## config.mk

```make
export PLATFORM = sky130hd
export DESIGN_NAME = brq_ctrl
export DESIGN_NICKNAME = d
export VERILOG_FILES = /design/src/design/byte_ring_queue_with_peek_unit_defines.svh /design/src/design/brq_pkg.sv /design/src/design/brq_ctrl.sv
export SDC_FILE = /design/constraint.sdc
export NUM_CORES = 1
export LEC_CHECK = 0
export BUFFER_PORTS_ARGS = -buffer_cell sky130_fd_sc_hd__buf_2
export CAP_MARGIN = 20
export CORE_AREA = 2 2 39 41
export CTS_CLUSTER_DIAMETER = 50
export DETAILED_ROUTE_END_ITERATION = 10
export DIE_AREA = 0 0 41 43
export PLACE_DENSITY = 0.42
export SLEW_MARGIN = 20
export SYNTH_ARGS = -nofsm -noshare
export SYNTH_HDL_FRONTEND = slang
export SYNTH_SLANG_ARGS = --single-unit
```

## constraint.sdc

```tcl
create_clock -name i_clk -period 1.6 [get_ports i_clk]
set_clock_uncertainty 0.05 [all_clocks]
set_input_delay 0.4 -clock i_clk [delete_from_list [all_inputs] [get_ports i_clk]]
set_output_delay 0.4 -clock i_clk [all_outputs]
set_load 0.02 [all_outputs]
```

## src/design/byte_ring_queue_with_peek_unit_defines.svh

```systemverilog
// ----------------------------------------------------------------------------
// Assertion macros for the byte ring queue with peek unit.
// Every macro checks on the rising clock edge and is disabled while reset is
// asserted.
// ----------------------------------------------------------------------------
`ifndef BYTE_RING_QUEUE_WITH_PEEK_UNIT_DEFINES_SVH
`define BYTE_RING_QUEUE_WITH_PEEK_UNIT_DEFINES_SVH

// A condition that must hold at every clock edge.
`define BRQ_ASSERT_ALWAYS(lbl, clk, rst_n, cond, msg) \
    lbl: assert property (@(posedge clk) disable iff (!rst_n) (cond)) else $error(msg);

// A consequence that must hold in the same cycle as its trigger.
`define BRQ_ASSERT_IMPLY(lbl, clk, rst_n, ante, cons, msg) \
    lbl: assert property (@(posedge clk) disable iff (!rst_n) (ante) |-> (cons)) \
        else $error(msg);

// A consequence that must hold in the cycle after its trigger.
`define BRQ_ASSERT_NEXT(lbl, clk, rst_n, ante, cons, msg) \
    lbl: assert property (@(posedge clk) disable iff (!rst_n) (ante) |=> (cons)) \
        else $error(msg);

`endif

```

## src/design/brq_pkg.sv

```systemverilog
// ----------------------------------------------------------------------------
// brq_pkg
// Shared constants, operation codes and transaction types of the byte ring
// queue with peek unit.
// ----------------------------------------------------------------------------
package brq_pkg;

    localparam int DEPTH  = 1024;
    localparam int BURST  = 8;
    localparam int PTR_W  = $clog2(DEPTH);
    localparam int CNT_W  = 11;
    localparam int LEN_W  = 4;
    localparam int BYTE_W = 8;
    localparam int LANE_W = 3;
    localparam int DATA_W = 64;

    localparam logic [1:0] OP_PUT       = 2'd0;
    localparam logic [1:0] OP_GET       = 2'd1;
    localparam logic [1:0] OP_PEEK      = 2'd2;
    localparam logic [1:0] OP_PEEK_NEXT = 2'd3;

    typedef struct packed {
        logic [1:0]        operation;
        logic [LEN_W-1:0]  length;
        logic [DATA_W-1:0] put_bytes;
    } t_in_item;

    typedef struct packed {
        logic [DATA_W-1:0] read_bytes;
        logic [LEN_W-1:0]  moved;
        logic [CNT_W-1:0]  fill_level;
        logic [CNT_W-1:0]  free_space;
    } t_out_item;

    // Commands from the controller to the datapath.
    typedef struct packed {
        logic load;
        logic setup;
        logic run;
        logic commit;
    } t_dp_cmd;

    // Status from the datapath to the controller.
    typedef struct packed {
        logic run_done;
    } t_dp_sts;

endpackage

```

## src/design/brq_ctrl.sv

```systemverilog
// ----------------------------------------------------------------------------
// brq_ctrl
// Controller: sequences each transaction through setup, the byte loop and
// the hand-off to the output register.
// ----------------------------------------------------------------------------
module brq_ctrl (
    input  logic             i_clk,
    input  logic             i_rst_n,
    input  logic             i_in_valid,
    output logic             o_in_stall,
    output logic             o_out_valid,
    input  logic             i_out_stall,
    output brq_pkg::t_dp_cmd o_cmd,
    input  brq_pkg::t_dp_sts i_sts
);
    import brq_pkg::*;

    localparam logic [1:0] S_IDLE  = 2'd0;
    localparam logic [1:0] S_SETUP = 2'd1;
    localparam logic [1:0] S_RUN   = 2'd2;
    localparam logic [1:0] S_DONE  = 2'd3;

    logic [1:0] r_state;
    logic [1:0] n_state;
    logic       r_out_valid;
    logic       n_out_valid;
    logic       slot_free;
    t_dp_cmd    cmd;

    always_comb begin
        n_state   = r_state;
        cmd       = '0;
        slot_free = !r_out_valid || !i_out_stall;
        case (r_state)
            S_IDLE: begin
                if (i_in_valid) begin
                    cmd.load = 1'b1;
                    n_state  = S_SETUP;
                end
            end
            S_SETUP: begin
                cmd.setup = 1'b1;
                n_state   = S_RUN;
            end
            S_RUN: begin
                cmd.run = 1'b1;
                if (i_sts.run_done) begin
                    n_state = S_DONE;
                end
            end
            S_DONE: begin
                // A finished result waits here until the output register is free.
                if (slot_free) begin
                    cmd.commit = 1'b1;
                    n_state    = S_IDLE;
                end
            end
            default: n_state = S_IDLE;
        endcase
        n_out_valid = cmd.commit || (r_out_valid && i_out_stall);
    end

    always_ff @(posedge i_clk) begin
        if (!i_rst_n) begin
            r_state     <= S_IDLE;
            r_out_valid <= 1'b0;
        end else begin
            r_state     <= n_state;
            r_out_valid <= n_out_valid;
        end
    end

    assign o_cmd       = cmd;
    assign o_in_stall  = (r_state != S_IDLE);
    assign o_out_valid = r_out_valid;

endmodule

```

* Yosys cells after proc, flatten, opt, wreduce, memory -nomap -nowiden
Cells that the tools add are included.
** Cells by class
- Equality and inequality tests :: 6
- Muxes and demuxes :: 10
- Reductions and logical operators :: 8
** Operators by type and width (number)
- one-hot mux 2 bit (4 select lines) :: 1
- 2-to-1 mux 1 bit :: 6
- 2-to-1 mux 2 bit :: 3
- inequality test 2 bit (second input constant) :: 3
- == test 2 bit (second input constant) :: 2
- AND reduction 3 bit :: 1
- == test 2 x 1 -> 1 bit (second input constant) :: 1
- logical NOT 1 bit :: 2
- logical NOT 2 bit :: 1
- logical OR 1 bit :: 2
- nonzero test 2 bit :: 1
- logical AND 1 bit :: 1
** Storage, ports and cells
- Register bits after elaboration :: 3
- Input port bits :: 5
- Output and inout bits :: 6
- Word-level logic and storage cells :: 26

* Longest topological paths before layout
Gate-level depths: netlist of run 1.
- Depth after elaboration :: 5
- Mapped depth :: 4
- Gate-level depth less buffers :: 4

* Least setup slack after synthesis of run 1
No wires, ideal clock.
- Path kind :: register -> register
- From :: register r_state[0]
- To :: register r_state[0]
- Setup time :: 72 ps
- Data arrival time :: 1409 ps
- Data required time :: 1478 ps
- Setup slack :: 69 ps
- Cell stages (with the launch flop) :: 5
- Buffers on the path :: 0
- Period minus slack after synthesis :: 1531 ps
- Path through :: dfxtp_1 -> inv_1 -> ha_1 -> a222oi_1 -> mux2i_1
** On the way
- Cells in the longest elaborated chain, start to end :: 3
- Elaborated cells on any way between the ends :: 9
- Those cells by class :: eq/ne: 6; mux: 1; reduce/logical: 2
** Ends and longest elaborated chain
- from (decl) :: RTL line brq_ctrl.sv:23 : logic [1:0] r_state;
- from (signal assigned) :: RTL line brq_ctrl.sv:68 : r_state <= n_state;
- == test 2 bit or logical NOT 2 bit (tied branches) :: RTL line brq_ctrl.sv:34 : case (r_state)
- inequality test 2 bit (no source line)
- AND reduction 3 bit (no source line)
Several ways; a longest one is shown, not always the timed one.
A chain may end at the register's enable or synchronous reset.

==> results.yml, run 1 <==
cts:
  clock-root-buffer: "clkbuf_4"
  clk_latency_ns: 0.23
  clk_path_buf_depth: 2
  numClockSinks: 3
  cts_tree: "done"
  cts_max_level: 1
  cts_made_buffers: 3
  cts_setup_buffers: 0
  clkTransAtPathRegs_ns: 0.04
drt:
  dr_total_vias: 193
  dr.pass1.iters: 4
  wl_per_cell_um: 7.58
  drt_wl_total_um: 417
  via_per_inst: 3.51
  drt_iter0_drc: 3
  drc_errors: 0
  ant_nets: 0
timing:
  fin_tns_setup_ns: 0
  rsz0062_at_grt: "no"
  relSlewSlack_pct: 82.1
  timing.fmax_mhz: 653
  post-route-period-util_pct: 95.7
  fin_crit_ns: 1.53
  setup_viol: 0
  tightest_slew_ns: 0.269
  slew_viol_final: 0
  finalHoldViolations: 0
critical_path:
  start_kind: "register"
  crit_fanout: 4
  cp.arrival_ns: 1.08
  cp_slowest_cell: "dfxtp_2"
  slowest_delay_ns: 0.33
  crit_chain: "ha_2 -> and2b_2 -> buf_2"
  cp-end-kind: "primary output"
  critPathRequiredTime_ns: 1.15
  reg2regPathDepth: 5
  crit_type: "register to primary output"
synth:
  ys.warnings.count: 0
  syn_area_per_cell_sq_um: 9.02
  seq_area_frac_synth_pct: 27.7
  synth-seq-cells: 3
  synth_area_sq_um: 216
  synthCells: 24
  syn_nets: 34
  ys_types: 11
power_and_ir_drop:
  cellPowerDensity_mw_per_mm2: 1840
  vdd_drop_max_v: 0.000439
  power.total_mw: 0.626
  power_leakage_nw: 0.184
floorplan:
  ios: 11
  fp.dieH_um: 43
  fp.dieW_um: 41
  die_area_sq_mm: 0.00176
  row_count: 14
  coreArea_sq_mm: 0.00138
  start_util_pct: 15.6
place:
  place.port_buffers: 10
  gp_congestion: 0.583
  hpwl_um: 352
global_routing:
  grtUsageTotal_pct: 6.91
  grt_pass1_vias: 209
  overflow: 0
  grt_max_degree: 6
  antenna_found_initial: 0
  grt_first_pass_wirelength_um: 752
layout:
  area_growth_pct: 57.2
  diodes: 0
  drive_gt1_share_pct: 56.4
  nNetsFinal: 50
outcome:
  run_status: "finished clean"
hold_path:
  hold_depth: 2
  min-delay-path-class: "primary input to register"
run:
  maxCapViolCount: 0
state kept, by name, indices dropped and copies added (netlist names):
| name | flops |
|---|---|
| r_state | 2 |
| o_out_valid | 1 |
final cells by class:
cell class              count  area, sq um
fillers                   155         1040
multi-input cells          16          153
flip-flops and latches      3         62.6
repair buffers             11         60.1
clock buffers               4         26.3
well taps                  16         20.0
inverters                   5         18.8
critical path: cells and delay by family (launching register included):
family	cells	cell delay (ns)
buffers and inverters	1	0.15
and+or+nand+nor	1	0.18
adders and majority gates	1	0.19
DFF	1	0.33
power breakdown:
group | switching, mW | internal, mW
Combinational | 0.199 | 0.161
Clock | 0.0356 | 0.0932
Sequential | 0.0290 | 0.108
timing repair:
action                                  in CTS  in global routing
resized for setup                            2                  6
gates cloned                                 0                  0
endpoints found under the setup margin       1                  3
hold buffers                                 0                  0
metal layers:
metal | share of wire (%) | GRT usage (%)
met5 | 0 | 0
met4 | 0 | 8.00
met3 | 5.0 | 3.14
met2 | 54 | 9.06
met1 | 41 | 7.03
cell usage after synthesis, drive strengths merged:
| cell | count | area [sq um] |
|---|---|---|
| nor2 | 1 | 3.75 |
| dfxtp | 3 | 60.1 |
| o21ai | 1 | 5.00 |
| mux2i | 2 | 20.0 |
| and2b | 1 | 8.76 |
| o21a | 1 | 7.51 |
| a222oi | 1 | 10.0 |
| inv | 5 | 18.8 |
| ha | 5 | 62.6 |
| nand2 | 3 | 11.3 |
| and2 | 1 | 8.76 |
through the flow:
step	util, %	hold WS, ns	instances	setup slack (ns)	cell area (sq um)
2_1_floorplan	-	0.418	24	0.0691	216
3_3_place_gp	21.2	0.455	51	0.120	294
3_5_place_dp	21.2	0.448	51	0.135	294
4_1_cts	23.3	0.379	55	0.00775	323
5_1_grt	24.6	0.399	55	0.00986	340
6_report	24.6	0.389	55	0.0686	340
worst paths after layout:
path	start	slack, ns	end
setup reg to reg	r_state[0]	0.17	r_state[0]
hold reg to reg	r_state[0]	0.44	r_state[0]
hold / removal	i_rst_n	0.39	o_out_valid
setup / recovery	r_state[0]	0.07	o_cmd[0]
cells by family after synthesis:
kind of cell	after synthesis	share of synthesized area, %
DFF	3	27.7
and+or+nand+nor	6	15.0
buffers and inverters	5	8.67
adders and majority gates	5	28.9
AOI/OAI and AO/OA	3	10.4
muxes	2	9.25
cells in the final DEF (no fill, tap or decap), drive strengths merged:
cell,count
buf,11
inv,5
ha,5
clkbuf,4
nand2,3
dfxtp,3
mux2i,2
and2,1
and2b,1
nor2,1
a222oi,1
o21ai,1
o21a,1
(Power assumes the default switching activity.)
==> run 2, diff against run 1 <==
PLACE_DENSITY = unset   (was 0.42)
==> results.yml, run 2 (same netlist as run 1, synthesis figures left out) <==
power_and_ir_drop:
  switchingPower_mw: 0.250
  vdd_drop_max_v: 0.000340
  p_seq_share_pct: 23.0
  cellPowerDensity_mw_per_mm2: 1800
  clkPwrFrac_pct: 22.1
  power_leakage_nw: 0.183
  p_int_mw: 0.340
  switching_share_pct: 42.3
  power.total_mw: 0.590
  pwr-share-comb_pct: 54.9
critical_path:
  cp.arrival_ns: 1.09
  start_kind: "register"
  crit_type: "register to primary output"
  cp-end-kind: "primary output"
  crit_fanout: 4
  critPathRequiredTime_ns: 1.15
global_routing:
  antenna_found_initial: 0
  overflow: 0
  grtUsageTotal_pct: 4.71
  grt_first_pass_wirelength_um: 538
  grt_pass1_vias: 149
  grt_max_degree: 6
cts:
  cts_tree: "done"
  cts_made_buffers: 3
  clk_path_buf_depth: 2
  cts_max_level: 1
  clock-root-buffer: "clkbuf_4"
  cts_hold_buf: 0
  clkTransAtPathRegs_ns: 0.04
  clk_latency_ns: 0.23
  numClockSinks: 3
floorplan:
  coreArea_sq_mm: 0.00138
  fp.dieW_um: 41
  fp.dieH_um: 43
  start_util_pct: 15.6
  row_count: 14
  die_area_sq_mm: 0.00176
  ios: 11
layout:
  diodes: 0
  drive_gt1_share_pct: 51.3
  top_register: "r_state"
  instances_no_fill: 55
  nNetsFinal: 50
  multi_input_area_sq_um: 140
  layout_common_cells: "buf_2, inv_1, ha_1"
  area_growth_pct: 51.4
  final_common_cell: "buf_2"
  n_fill_cell: 157
  largest_reg_flops: 2
  final_util_pct: 23.7
  regArea_sq_um: 62.6
timing:
  finalHoldViolations: 0
  fin_crit_ns: 1.54
  fin_tns_setup_ns: 0
  setup_viol: 0
  slew_viol_final: 0
  post-route-period-util_pct: 96.0
  tightest_slew_ns: 0.294
  relSlewSlack_pct: 80.4
  timing.fmax_mhz: 651
  hold-worst-slack_ns: 0.398
outcome:
  run_status: "finished clean"
drt:
  via_per_inst: 3.60
  drt_iter0_drc: 2
  drt_wl_total_um: 397
  dr_total_vias: 198
  ant_nets: 0
  dr.pass1.iters: 5
  wl_per_cell_um: 7.22
  drc_errors: 0
place:
  hpwl_um: 314
  placedCellCount: 50
  place.port_buffers: 10
  gp_congestion: 0.567
run:
  maxCapViolCount: 0
hold_path:
  min-delay-path-class: "primary input to register"
==> run 2: cell type report <==
| type | count | area share [%] |
|---|---|---|
| Sequential cell | 3 | 19.1 |
| Clock buffer | 4 | 8.02 |
| Tap cell | 16 | 6.11 |
| Multi-Input combinational cell | 16 | 42.7 |
| Timing Repair Buffer | 11 | 18.3 |
| Inverter | 5 | 5.73 |
==> run 2: power groups by stage <==
stage | clock network (mW) | registers [mW] | logic [mW]
2_1_floorplan | 0 | 0.128 | 0.225
3_3_place_gp | 0 | 0.130 | 0.299
3_5_place_dp | 0 | 0.131 | 0.300
4_1_cts | 0.134 | 0.131 | 0.302
5_1_grt | 0.141 | 0.141 | 0.361
6_report | 0.130 | 0.136 | 0.324
==> run 2: repair_timing <==
| item | CTS | global route |
|---|---|---|
| pin swaps | 0 | 1 |
| setup buffers | 0 | 1 |
| setup endpoints to repair | 1 | 4 |
| gates resized for setup | 1 | 4 |
==> run 2: through the flow <==
stage / area (sq um) / setup slack, ns
2_1_floorplan: 216 / 0.0691
3_3_place_gp: 287 / 0.0620
5_1_grt: 328 / -0.00183
3_5_place_dp: 287 / 0.0414
6_report: 328 / 0.0638
4_1_cts: 314 / 0.0164
==> run 2: worst paths after layout <==
check	from	endpoint	slack (ns)	depth (start not counted)
setup / recovery	r_state[0]	o_cmd[3]	0.06	5
hold / removal	i_rst_n	o_out_valid	0.40	2
setup reg to reg	r_state[0]	r_state[1]	0.14	5
hold reg to reg	r_state[0]	r_state[0]	0.43	2
==> run 2: critical path: stages, from the launching register on <==
cell and delay (ns):
dfxtp_2 0.35, inv_2 0.06, ha_1 0.20, inv_1 0.07
nor2_1 0.04, buf_4 0.14
==> run 2: layer usage <==
| metal | vias up | share of wire (%) | track usage [%] |
|---|---|---|---|
| met3 | 0 | 9.8 | 1.57 |
| met2 | 9 | 44 | 7.19 |
| li1 | 106 | - | - |
| met1 | 83 | 46 | 4.79 |
| met5 | - | 0 | 0 |
| met4 | 0 | 0 | 4.00 |
